<file path="src/sv/rcfd_pkg.sv">
// rcfd_pkg: shared types, codes and sizes for the remote control frame decoder
// no dependencies; imported by every module of the decoder
`timescale 1ns / 1ps

package rcfd_pkg;

  // receive buffer sizing
  localparam int BUFFER_BYTES = 36;
  localparam int FRAME_LEN    = 18;
  localparam int COUNT_W      = $clog2(BUFFER_BYTES + 1);

  // field widths
  localparam int OP_W     = 2;
  localparam int BYTE_W   = 8;
  localparam int STATUS_W = 3;
  localparam int OFFSET_W = 11;
  localparam int DBAND_W  = 10;
  localparam int LIMIT_W  = 16;
  localparam int STICK_W  = 12;
  localparam int WORD_W   = 16;
  localparam int SWITCH_W = 4;
  localparam int CFG_IDX_W  = 2;
  localparam int CFG_DATA_W = 16;

  // result payload packing
  localparam int OUT_BITS = 4 * STICK_W + 6 * WORD_W + SWITCH_W;
  localparam int TDATA_W  = ((OUT_BITS + 7) / 8) * 8;

  // operation codes
  localparam logic [OP_W-1:0] OP_BYTE = 2'd0;
  localparam logic [OP_W-1:0] OP_IDLE = 2'd1;
  localparam logic [OP_W-1:0] OP_TICK = 2'd2;
  localparam logic [OP_W-1:0] OP_NONE = 2'd3;

  // event status codes
  localparam logic [STATUS_W-1:0] ST_STORED   = 3'd0;
  localparam logic [STATUS_W-1:0] ST_DECODED  = 3'd1;
  localparam logic [STATUS_W-1:0] ST_REJECTED = 3'd2;
  localparam logic [STATUS_W-1:0] ST_ALIVE    = 3'd3;
  localparam logic [STATUS_W-1:0] ST_OFFLINE  = 3'd4;

  // configuration register indexes
  localparam logic [CFG_IDX_W-1:0] CFG_OFFSET = 2'd0;
  localparam logic [CFG_IDX_W-1:0] CFG_DBAND  = 2'd1;
  localparam logic [CFG_IDX_W-1:0] CFG_LIMIT  = 2'd2;

  // configuration reset values
  localparam logic [OFFSET_W-1:0] OFFSET_RST = 11'd1024;
  localparam logic [DBAND_W-1:0]  DBAND_RST  = 10'd20;
  localparam logic [LIMIT_W-1:0]  LIMIT_RST  = 16'd50;

  // stored frame bytes, entry 0 in the low byte
  typedef logic [FRAME_LEN-1:0][BYTE_W-1:0] frame_t;

  // per-transaction control strobes
  typedef struct packed {
    logic store_byte;
    logic frame_end;
    logic tick;
  } step_t;

  // held decoded values (sticks, wheel and mouse are two's complement)
  typedef struct packed {
    logic [WORD_W-1:0]   keys;
    logic [WORD_W-1:0]   buttons;
    logic [WORD_W-1:0]   mouse_z;
    logic [WORD_W-1:0]   mouse_y;
    logic [WORD_W-1:0]   mouse_x;
    logic [SWITCH_W-1:0] switches;
    logic [WORD_W-1:0]   wheel;
    logic [STICK_W-1:0]  stick3;
    logic [STICK_W-1:0]  stick2;
    logic [STICK_W-1:0]  stick1;
    logic [STICK_W-1:0]  stick0;
  } decoded_t;

endpackage

</file>
<file path="src/sv/rcfd_frame_buffer.sv">
// rcfd_frame_buffer: byte store for one frame and the saturating byte counter
// depends on rcfd_pkg
`timescale 1ns / 1ps

module rcfd_frame_buffer (
  input  logic                       clk_i,
  input  logic                       rst_ni,
  input  rcfd_pkg::step_t            step_i,
  input  logic [rcfd_pkg::BYTE_W-1:0] byte_i,
  output rcfd_pkg::frame_t           frame_o,
  output logic                       frame_ok_o
);
  import rcfd_pkg::*;

  frame_t             store_q;
  logic [COUNT_W-1:0] count_q, count_d;

  // write the byte at the current count, only inside the frame length
  always_ff @(posedge clk_i) begin
    for (int i = 0; i < FRAME_LEN; i++) begin
      if (step_i.store_byte && (count_q == COUNT_W'(i))) begin
        store_q[i] <= byte_i;
      end
    end
  end

  // count saturates at the buffer size, cleared at end of frame
  always_comb begin
    count_d = count_q;
    if (step_i.frame_end) begin
      count_d = '0;
    end else if (step_i.store_byte && (count_q < COUNT_W'(BUFFER_BYTES))) begin
      count_d = count_q + COUNT_W'(1);
    end
  end

  always_ff @(posedge clk_i or negedge rst_ni) begin
    if (!rst_ni) begin
      count_q <= '0;
    end else begin
      count_q <= count_d;
    end
  end

  assign frame_o    = store_q;
  assign frame_ok_o = (count_q == COUNT_W'(FRAME_LEN));

endmodule

</file>
<file path="src/sv/rcfd_frame_unpack.sv">
// rcfd_frame_unpack: bit unpacking of a stored frame, offset and stick deadband
// depends on rcfd_pkg; purely combinational
`timescale 1ns / 1ps

module rcfd_frame_unpack (
  input  rcfd_pkg::frame_t              frame_i,
  input  logic [rcfd_pkg::OFFSET_W-1:0] offset_i,
  input  logic [rcfd_pkg::DBAND_W-1:0]  dband_i,
  output rcfd_pkg::decoded_t            decoded_o
);
  import rcfd_pkg::*;

  localparam int RAW_W = 11;
  localparam int DIFF_W = 13;

  logic [RAW_W-1:0]   raw [4];
  logic [STICK_W-1:0] stick [4];

  // 11-bit stick fields straddle byte borders
  assign raw[0] = {frame_i[1][2:0], frame_i[0]};
  assign raw[1] = {frame_i[2][5:0], frame_i[1][7:3]};
  assign raw[2] = {frame_i[4][0],   frame_i[3], frame_i[2][7:6]};
  assign raw[3] = {frame_i[5][3:0], frame_i[4][7:1]};

  // subtract centre, zero anything strictly inside the deadband
  always_comb begin
    logic signed [DIFF_W-1:0] diff;
    logic signed [DIFF_W-1:0] band;
    for (int i = 0; i < 4; i++) begin
      diff = $signed({2'b00, raw[i]}) - $signed({2'b00, offset_i});
      band = $signed({3'b000, dband_i});
      if ((diff > -band) && (diff < band)) begin
        stick[i] = '0;
      end else begin
        stick[i] = diff[STICK_W-1:0];
      end
    end
  end

  always_comb begin
    decoded_o          = '0;
    decoded_o.stick0   = stick[0];
    decoded_o.stick1   = stick[1];
    decoded_o.stick2   = stick[2];
    decoded_o.stick3   = stick[3];
    // wheel wraps in 16 bits
    decoded_o.wheel    = {frame_i[17], frame_i[16]} - {5'b00000, offset_i};
    decoded_o.switches = frame_i[5][7:4];
    decoded_o.mouse_x  = {frame_i[7], frame_i[6]};
    decoded_o.mouse_y  = {frame_i[9], frame_i[8]};
    decoded_o.mouse_z  = {frame_i[11], frame_i[10]};
    decoded_o.buttons  = {frame_i[13], frame_i[12]};
    decoded_o.keys     = {frame_i[15], frame_i[14]};
  end

endmodule

</file>
<file path="src/sv/rcfd_link_watch.sv">
// rcfd_link_watch: heartbeat tick counter with saturation and offline flag
// depends on rcfd_pkg
`timescale 1ns / 1ps

module rcfd_link_watch (
  input  logic                         clk_i,
  input  logic                         rst_ni,
  input  rcfd_pkg::step_t              step_i,
  input  logic [rcfd_pkg::LIMIT_W-1:0] limit_i,
  output logic                         offline_d_o
);
  import rcfd_pkg::*;

  logic [LIMIT_W-1:0] count_q, count_d;
  logic               flag_q, flag_d;
  logic [LIMIT_W:0]   count_inc;

  assign count_inc = {1'b0, count_q} + (LIMIT_W + 1)'(1);

  // idle clears, a tick past the limit pins the count and raises the flag
  always_comb begin
    count_d = count_q;
    flag_d  = flag_q;
    if (step_i.frame_end) begin
      count_d = '0;
      flag_d  = 1'b0;
    end else if (step_i.tick) begin
      if (count_inc > {1'b0, limit_i}) begin
        count_d = limit_i;
        flag_d  = 1'b1;
      end else begin
        count_d = count_inc[LIMIT_W-1:0];
      end
    end
  end

  always_ff @(posedge clk_i or negedge rst_ni) begin
    if (!rst_ni) begin
      count_q <= '0;
      flag_q  <= 1'b0;
    end else begin
      count_q <= count_d;
      flag_q  <= flag_d;
    end
  end

  assign offline_d_o = flag_d;

endmodule

</file>
<file path="src/sv/remote_control_frame_decoder_core.sv">
// remote_control_frame_decoder_core: top level of the remote control frame decoder
// a result passes the input register, then the status register, which is loaded
// together with the held decoded values
// throughput: one transaction per cycle while the result side does not stall; an unused operation code gives no result
// reset (async, active low): config registers to defaults, counters, flags and held
// values to zero; the frame byte store is not cleared and needs no clearing pass
`timescale 1ns / 1ps

module remote_control_frame_decoder_core (
  input  logic                           clk_i,
  input  logic                           rst_ni,
  // configuration writes
  input  logic                           cfg_we_i,
  input  logic [rcfd_pkg::CFG_IDX_W-1:0] cfg_index_i,
  input  logic [rcfd_pkg::CFG_DATA_W-1:0] cfg_wdata_i,
  // input stream
  input  logic                           s_axis_tvalid,
  output logic                           s_axis_tready,
  input  logic [rcfd_pkg::BYTE_W-1:0]    s_axis_tdata,  // data_byte
  input  logic [rcfd_pkg::OP_W-1:0]      s_axis_tuser,  // operation
  // result stream
  output logic                           m_axis_tvalid,
  input  logic                           m_axis_tready,
  // stick_ch0, stick_ch1, stick_ch2, stick_ch3, wheel_ch4, switch_pair,
  // mouse_x, mouse_y, mouse_z, mouse_buttons, key_mask, zero fill
  output logic [rcfd_pkg::TDATA_W-1:0]   m_axis_tdata,
  output logic [rcfd_pkg::STATUS_W-1:0]  m_axis_tuser   // event_status
);
  import rcfd_pkg::*;

  logic [OFFSET_W-1:0] offset_q;
  logic [DBAND_W-1:0]  dband_q;
  logic [LIMIT_W-1:0]  limit_q;

  logic                s1_valid_q;
  logic [OP_W-1:0]     s1_op_q;
  logic [BYTE_W-1:0]   s1_byte_q;

  logic                out_valid_q;
  logic [STATUS_W-1:0] out_status_q, out_status_d;

  decoded_t            held_q, decoded;
  frame_t              frame;
  logic                frame_ok;
  logic                offline_d;
  logic                advance;
  logic                emit;
  step_t               step;

  // configuration registers
  always_ff @(posedge clk_i or negedge rst_ni) begin
    if (!rst_ni) begin
      offset_q <= OFFSET_RST;
      dband_q  <= DBAND_RST;
      limit_q  <= LIMIT_RST;
    end else if (cfg_we_i) begin
      case (cfg_index_i)
        CFG_OFFSET: offset_q <= cfg_wdata_i[OFFSET_W-1:0];
        CFG_DBAND:  dband_q  <= cfg_wdata_i[DBAND_W-1:0];
        CFG_LIMIT:  limit_q  <= cfg_wdata_i[LIMIT_W-1:0];
        default: ;
      endcase
    end
  end

  // stage 1 moves on when the result slot frees up; unused codes just drop
  assign advance = s1_valid_q && (!out_valid_q || m_axis_tready || (s1_op_q == OP_NONE));
  assign emit    = advance && (s1_op_q != OP_NONE);
  assign s_axis_tready = !s1_valid_q || advance;

  // input register
  always_ff @(posedge clk_i or negedge rst_ni) begin
    if (!rst_ni) begin
      s1_valid_q <= 1'b0;
    end else if (s_axis_tready) begin
      s1_valid_q <= s_axis_tvalid;
    end
  end

  always_ff @(posedge clk_i) begin
    if (s_axis_tready && s_axis_tvalid) begin
      s1_op_q   <= s_axis_tuser;
      s1_byte_q <= s_axis_tdata;
    end
  end

  assign step.store_byte = advance && (s1_op_q == OP_BYTE);
  assign step.frame_end  = advance && (s1_op_q == OP_IDLE);
  assign step.tick       = advance && (s1_op_q == OP_TICK);

  rcfd_frame_buffer u_buffer (
    .clk_i      (clk_i),
    .rst_ni     (rst_ni),
    .step_i     (step),
    .byte_i     (s1_byte_q),
    .frame_o    (frame),
    .frame_ok_o (frame_ok)
  );

  rcfd_frame_unpack u_unpack (
    .frame_i   (frame),
    .offset_i  (offset_q),
    .dband_i   (dband_q),
    .decoded_o (decoded)
  );

  rcfd_link_watch u_watch (
    .clk_i       (clk_i),
    .rst_ni      (rst_ni),
    .step_i      (step),
    .limit_i     (limit_q),
    .offline_d_o (offline_d)
  );

  // status of the transaction being processed
  always_comb begin
    case (s1_op_q)
      OP_BYTE: out_status_d = ST_STORED;
      OP_IDLE: out_status_d = frame_ok ? ST_DECODED : ST_REJECTED;
      OP_TICK: out_status_d = offline_d ? ST_OFFLINE : ST_ALIVE;
      default: out_status_d = ST_STORED;
    endcase
  end

  // held decoded values, replaced only by a good frame
  always_ff @(posedge clk_i or negedge rst_ni) begin
    if (!rst_ni) begin
      held_q <= '0;
    end else if (step.frame_end && frame_ok) begin
      held_q <= decoded;
    end
  end

  // result register
  always_ff @(posedge clk_i or negedge rst_ni) begin
    if (!rst_ni) begin
      out_valid_q <= 1'b0;
    end else if (emit) begin
      out_valid_q <= 1'b1;
    end else if (m_axis_tready) begin
      out_valid_q <= 1'b0;
    end
  end

  always_ff @(posedge clk_i) begin
    if (emit) begin
      out_status_q <= out_status_d;
    end
  end

  // held values only change when a result is loaded, so they drive tdata directly
  assign m_axis_tvalid = out_valid_q;
  assign m_axis_tuser  = out_status_q;
  assign m_axis_tdata  = {{(TDATA_W - OUT_BITS){1'b0}}, held_q};

endmodule

</file>
<file path="config.mk">
export PLATFORM = sky130hd
export DESIGN_NAME = remote_control_frame_decoder_core
export DESIGN_NICKNAME = d
export VERILOG_FILES = /design/src/sv/rcfd_pkg.sv /design/src/sv/rcfd_frame_buffer.sv /design/src/sv/rcfd_frame_unpack.sv /design/src/sv/rcfd_link_watch.sv /design/src/sv/remote_control_frame_decoder_core.sv
export SDC_FILE = /design/constraint.sdc
export NUM_CORES = 1
export LEC_CHECK = 0
export BUFFER_PORTS_ARGS = -buffer_cell sky130_fd_sc_hd__buf_4
export CAP_MARGIN = 20
export CORE_MARGIN = 4
export CORE_UTILIZATION = 50
export DETAILED_ROUTE_END_ITERATION = 7
export GPL_ROUTABILITY_DRIVEN = 0
export PLACE_DENSITY = 0.75
export SYNTH_ARGS = -nofsm -noshare
export SYNTH_HDL_FRONTEND = slang
export SYNTH_HIERARCHICAL = 1
export SYNTH_SLANG_ARGS = --single-unit
</file>
<file path="constraint.sdc">
create_clock -name clk_i -period 4.02 [get_ports clk_i]
set_input_delay 0.804 -clock clk_i [delete_from_list [all_inputs] [get_ports clk_i]]
set_output_delay 0.804 -clock clk_i [all_outputs]
set_load 0.05 [all_outputs]
</file>
==> results.toml, run 1 <==
[global_route]
antenna_found_initial = 1
grt_usage_pct = 22.4
grt_pass1_wl_um = 77300
grt_pass1_vias = 13435
grt_max_degree = 98
grt_overflow = 0

[clocking]
cts_root_buf = "clkbuf_16"
clk_path_buf_depth = 3
clock-sinks = 367
cts_made_buffers = 39
h-tree-depth = 2
clk_latency_ns = 0.57
cts_tree = "built"
clk_pin_slew_ns = 0.06

[layout]
fillCellCount = 3191
antennaDiodeCount = 0
area_growth_syn_to_layout_pct = 17.1
layout.nets = 1997
multiInputGateArea_mm2 = 0.00933
ff_latch_area_mm2 = 0.00998
fin_area_mm2 = 0.0237
stdcell_count = 2345
drive_above_1_share_pct = 33.0
utilization_pct = 59.4

[pwr]
p_per_area_mw_per_mm2 = 516
ir_drop_mv = 0.363
swShare_pct = 34.3
switchingPower_w = 0.00419
total_power_w = 0.0122
intPower_w = 0.00802
power_frac_seq_pct = 35.8
p_leak_nw = 10.6
pwr-share-comb_pct = 35.4
clock_power_share_pct = 28.7

[sta]
max_freq_mhz = 249
fin_skew_ns = 0.0264
hold_slack_ns = 0.331
hold_viol = 0
rsz0062_at_grt = "yes"
period_needed_ns = 4.01
tightest_slew_ns = 1.14
slew_viol_final = 0
relSlewSlack_pct = 23.7
fin_crit_sh_pct = 99.8
setup-violations-final = 0

[routing]
firstDrtPassIters = 5
antenna_left = 0
wirelength_um = 50400
drc = 0
routed_via_density = 5.71
post_drt_wl_per_cell_um = 21.5
first_iter_violations = 924
vias = 13401

[floorplanning]
die_area_mm2 = 0.0437
core_area_mm2 = 0.0398
rows = 73
die_h_um = 209
initial_utilization_pct = 50.7
fp.dieW_um = 209
io_pins = 190

[placement]
post-dp-hpwl_um = 35100
place_area_mm2 = 0.0218
numPortBuffers = 185
dp.cells = 2251

[synthesis]
synthDistinctLibCells = 86
synth_seq_cells = 367
ys_async_sr_fraction_pct = 57.2
ys_warn_count = 6
ys_seq_area_share_pct = 49.4
syn_avg_cell_area_um2 = 12.6
synth_cells = 1607
syn_area_mm2 = 0.0202
synthFlopType = "dfrtp_1"
synth_edf_count = 157

[setup_path]
crit_slowest_cell = "a2111oi_0"
cpPeakStageDelay_ns = 0.48
worst_ep_required_time_ns = 4.44
critPathLaunchType = "register"
end_kind = "register"
path_cells = "ha_2 -> inv_2 -> fa_2 -> a211o_1 -> a21oi_2 -> o21ba_2 -> xnor2_1 -> ha_1 -> a2111oi_0 -> o31ai_1 -> a2111oi_4 -> buf_6 -> nor3b_2 -> mux2_4"
critical_path_arrival_ns = 4.44
path_class = "reg2reg"
worstPathMaxFanout = 5

[worst_hold_path]
hp-class = "in2async"

[flow_run]
maxCapViolations = 0

[outcome]
status = "finished, final reports clean"
==> power groups by stage <==
stage          combinational (W)  sequential (W)  clock, W
2_1_floorplan            0.00271         0.00436         0
3_3_place_gp             0.00366         0.00444         0
3_5_place_dp             0.00383         0.00445         0
4_1_cts                  0.00390         0.00438   0.00361
5_1_grt                  0.00476         0.00440   0.00376
6_report                 0.00432         0.00437   0.00351
==> cell usage in the layout (no fill, tap or decap), types with 41 or more instances in the layout <==
| master | Yosys | final |
|---|---|---|
| nand2_1 | 57 | 57 |
| buf_4 | 94 | 245 |
| ha_1 | 169 | 165 |
| xnor2_1 | 46 | 41 |
| inv_1 | 81 | 77 |
| nor2_1 | 93 | 88 |
| mux2_4 | 100 | 108 |
| edfxtp_1 | 157 | 157 |
| o21ai_0 | 48 | 42 |
| mux2_2 | 84 | 76 |
| dfrtp_1 | 204 | 204 |
| a21oi_1 | 77 | 71 |
==> registers in the layout, indices dropped and copies added, names as in the netlist <==
signal and count:
u_buffer/frame_o 144, m_axis_tdata 148, dband_q 10, s1_valid_q 1, m_axis_tuser 3, u_watch/count_q 16, m_axis_tvalid 1, limit_q 16
s1_op_q 2, s1_byte_q 8, offset_q 11, u_watch/flag_q 1, u_buffer/count_q 6
==> Yosys cell counts (all sizes together) (7+ instances only) <==
| cell type | n | area, um^2 |
|---|---|---|
| o31ai | 7 | 52.6 |
| nor4 | 8 | 65.1 |
| a21o | 18 | 135 |
| nand2 | 57 | 214 |
| o2111ai | 7 | 61.3 |
| nand4 | 20 | 155 |
| xor2 | 17 | 149 |
| o21a | 14 | 105 |
| inv | 81 | 304 |
| xnor2 | 46 | 403 |
| nor2 | 94 | 355 |
| a211oi | 8 | 60.1 |
| mux2i | 9 | 90.1 |
| o21ai | 54 | 274 |
| nor3 | 18 | 100 |
| nor2b | 29 | 181 |
| a21oi | 78 | 394 |
| o211ai | 18 | 135 |
| edfxtp | 157 | 4710 |
| ha | 169 | 2110 |
| a21boi | 9 | 67.6 |
| buf | 120 | 942 |
| mux2 | 186 | 2470 |
| nor3b | 20 | 170 |
| nand2b | 16 | 108 |
| nand3 | 24 | 135 |
| and2 | 18 | 116 |
| dfrtp | 204 | 5100 |
==> worst max-delay path, delay by kind of cell (launching register included) <==
family / cells / cell delay [ns]
buffers and inverters: 2 / 0.23
xor gates and xnor gates: 1 / 0.25
AOI/OAI and AO/OA: 6 / 1.76
and+or+nand+nor: 1 / 0.05
adders and majority gates: 3 / 0.90
muxes: 1 / 0.27
DFF: 1 / 0.40
==> final cells by class <==
type                    count  area share (%)
clock inverters            17           0.661
multi-input cells        1036            39.4
flip-flops and latches    367            42.2
well taps                 525            2.78
clock buffers              54            4.62
repair buffers            263            9.02
inverters                  83            1.33
==> stage by stage <==
| step | setup WS (ns) | setup TNS, ns |
|---|---|---|
| detailed placement | -0.00365 | -0.00726 |
| floorplan | 0.171 | 0 |
| CTS | 0.00554 | 0 |
| finish | 0.00834 | 0 |
| global route | -0.188 | -3.66 |
| global placement | 0.122 | 0 |
==> worst paths after layout <==
check	start	endpoint	slack [ns]	cells after the start
max	offset_q[0]$_DFFE_PN0P_	m_axis_tdata[41]$_DFFE_PN0P_	0.008	14
max reg2reg	offset_q[0]$_DFFE_PN0P_	m_axis_tdata[41]$_DFFE_PN0P_	0.008	14
min	rst_ni	m_axis_tdata[35]$_DFFE_PN0P_	0.33	1
max in group asynchronous	rst_ni	limit_q[4]$_DFFE_PN1P_	2.78	2
min in group clk_i	s_axis_tdata[3]	s1_byte_q[3]$_DFFE_PP_	0.42	1
min reg2reg	u_buffer/frame_o[112]$_DFFE_PP_	m_axis_tdata[132]$_DFFE_PN0P_	0.46	1
==> routing by layer <==
layer / up-vias / track usage (%) / share of wire, %
met3: 120 / 3.87 / 6.4
met4: 0 / 7.92 / 3.6
li1: 6122 / - / -
met2: 492 / 36.1 / 47
met1: 6667 / 30.7 / 43
met5: - / 0 / 0
==> logic make-up after synthesis <==
group / share of synthesized area (%)
fa+ha+maj: 11.0
xor+xnor: 2.73
buf+inv: 6.30
flops: 49.4
mux: 12.7
simple gates: 9.08
other cells: 0.0186
compound gates: 8.88
==> timing repair <==
item	CTS	global route
buffers inserted	3	15
setup endpoints to repair	15	45
gates cloned	0	4
pin swaps	2	40
hold buffers	0	0
resized for setup	11	83
Note: power is estimated with default switching activity, not from simulation.
==> run 2, diff against run 1 <==
--- a/config.mk
+++ b/config.mk
@@ -12,6 +12,7 @@
 export DETAILED_ROUTE_END_ITERATION = 7
 export GPL_ROUTABILITY_DRIVEN = 0
 export PLACE_DENSITY = 0.75
+export SETUP_SLACK_MARGIN = 0.4
 export SYNTH_ARGS = -nofsm -noshare
 export SYNTH_HDL_FRONTEND = slang
 export SYNTH_HIERARCHICAL = 1
==> run 2 against run 1 <==
Clock power increased by 3%; total power increased by 3.6%; register-to-register slack improved by 0.15 ns; hold slack got worse by 0.079 ns; final area increased by 2.0%; final cell count increased by 0.94%; clock-buffer cell count increased by 2; critical path depth increased by 3; sequential cell count unchanged; sequential power increased by 0.9%; largest power group is now combinational logic.
==> results.toml, run 2 (synthesis results as in run 1) <==
[setup_path]
critPathLaunchType = "register"
worstPathMaxFanout = 5
cpPeakStageDelay_ns = 0.43
crit_slowest_cell = "dfrtp_2"
path_cells = "ha_4 -> inv_2 -> fa_2 -> a211o_1 -> a21oi_2 -> o21ai_1 -> a21o_1 -> xnor2_2 -> inv_2 -> ha_4 -> nand4_1 -> o21bai_1 -> a221o_1 -> a2111oi_4 -> buf_4 -> nor3b_2 -> mux2_4"
end_kind = "register"
critical_path_arrival_ns = 4.30
path_class = "reg2reg"
worst_ep_required_time_ns = 4.45

[floorplanning]
rows = 73
die_area_mm2 = 0.0437
initial_utilization_pct = 50.7
io_pins = 190
core_area_mm2 = 0.0398
fp.dieW_um = 209
die_h_um = 209

[routing]
met1_length_um = 20900
vias = 13436
highest_layer = "met4"
drc = 0
wirelength_um = 50700
wl_met2_um = 25000
met3RoutedLength_um = 3130
routed_via_density = 5.68
antenna_left = 0
post_drt_wl_per_cell_um = 21.4
first_iter_violations = 870
firstDrtPassIters = 6

[sta]
fin_skew_ns = 0.0265
relSlewSlack_pct = 22.7
slew_viol_final = 0
rsz0062_at_grt = "yes"
period_needed_ns = 3.86
fin_setup_tns_ns = 0
hold_viol = 0
setup-violations-final = 0
max_freq_mhz = 259
tightest_slew_ns = 1.16
fin_crit_sh_pct = 96.1

[pwr]
power_frac_seq_pct = 34.9
pwr-share-comb_pct = 36.6
switchingPower_w = 0.00432
p_per_area_mw_per_mm2 = 524
swShare_pct = 34.2
clock_power_share_pct = 28.5
intPower_w = 0.00832
ir_drop_mv = 0.402
p_leak_nw = 10.7
total_power_w = 0.0126

[global_route]
grt_pass1_wl_um = 77900
antenna_found_initial = 1
grt_overflow = 0
grt_max_degree = 81
grt_pass1_vias = 13559
grt_usage_pct = 22.5

[clocking]
cts_root_buf = "clkbuf_16"
h-tree-depth = 2
clk_pin_slew_ns = 0.06
clk_path_buf_depth = 3
cts_tree = "built"
clk_latency_ns = 0.57
clock-sinks = 367
cts_made_buffers = 41

[layout]
layout_commonest_cell = "buf_4"
largest_reg_flops = 148
antennaDiodeCount = 0
layout.nets = 2017
final_cell_mix = "262 x buf_4, 198 x dfrtp_1, 157 x edfxtp_1"
fillCellCount = 3127
area_growth_syn_to_layout_pct = 19.4
drive_above_1_share_pct = 36.4

[placement]
numPortBuffers = 185
post-dp-hpwl_um = 34200

[worst_hold_path]
hp-class = "in2async"

[outcome]
status = "finished, final reports clean"

[flow_run]
maxCapViolations = 0
run 2: changes by cell type in the layout (fill, tap and decap cells not counted), moves of 7 or more:
cell,before,now
ha_4,3,11
ha_1,165,155
mux2_2,76,83
mux2_4,108,101
inv_1,77,70
o21ai_1,5,12
buf_4,245,262
run 2: worst paths after layout:
kind,startpoint,end,slack (ns),cells past startpoint
worst max-delay path,offset_q[0]$_DFFE_PN0P_,m_axis_tdata[42]$_DFFE_PN0P_,0.16,17
worst min-delay path,rst_ni,m_axis_tdata[17]$_DFFE_PN0P_,0.25,1
worst max register to register,offset_q[0]$_DFFE_PN0P_,m_axis_tdata[42]$_DFFE_PN0P_,0.16,17
worst min register to register,u_buffer/frame_o[124]$_DFFE_PP_,m_axis_tdata[144]$_DFFE_PN0P_,0.47,1
max in group asynchronous,rst_ni,m_axis_tdata[99]$_DFFE_PN0P_,2.81,2
min in group clk_i,s_axis_tdata[4],s1_byte_q[4]$_DFFE_PP_,0.41,1
run 2: per-layer routing:
layer | GRT usage, % | vias to the layer above
met5 | 0 | -
met4 | 7.76 | 0
met3 | 4.35 | 112
met2 | 37.8 | 459
met1 | 29.3 | 6680
li1 | - | 6185
run 2: critical path: cells and delay by family (launching register included):
family / cells / cell delay [ns]
XOR/XNOR: 1 / 0.20
buffers and inverters: 3 / 0.35
AO/OA/AOI/OAI: 7 / 1.56
multiplexers: 1 / 0.26
flip-flops: 1 / 0.43
adder cells (fa/ha/maj): 3 / 0.77
AND/OR/NAND/NOR: 2 / 0.14
run 2: final cells by class:
| type | count | area [um^2] | share of cell area [%] |
|---|---|---|---|
| multi-input cells | 1038 | 9680 | 40.1 |
| inverters | 83 | 329 | 1.36 |
| well taps | 525 | 657 | 2.72 |
| flip-flops and latches | 367 | 9980 | 41.4 |
| clock buffers | 56 | 1110 | 4.61 |
| repair buffers | 279 | 2200 | 9.10 |
| clock inverters | 19 | 173 | 0.716 |
run 2: stage by stage:
step	cells	instance area (um^2)	setup slack, ns	hold WS [ns]	util, %
after floorplan	1610	20300	0.302	0.479	-
after global placement	2227	21700	0.0883	0.443	54.4
after detailed placement	2227	21700	-0.0794	0.460	54.4
after CTS	2350	23700	0.208	0.285	59.4
after global routing	2367	24100	-0.00775	0.311	60.6
final	2367	24100	0.156	0.252	60.6
run 2: timing repair:
| action | CTS | global route |
|---|---|---|
| gates cloned | 6 | 0 |
| pin swaps | 42 | 43 |
| endpoints found under the setup margin | 47 | 56 |
| hold buffers | 0 | 0 |
| resized for setup | 85 | 67 |
| buffers inserted | 42 | 17 |
run 2: power by group through the flow:
stage               clock network [W]  registers [W]  logic, W
floorplan                           0        0.00436   0.00274
global placement                    0        0.00445   0.00356
detailed placement                  0        0.00446   0.00371
CTS                           0.00369        0.00439   0.00421
global route                  0.00386        0.00443   0.00505
finish                        0.00361        0.00441   0.00463
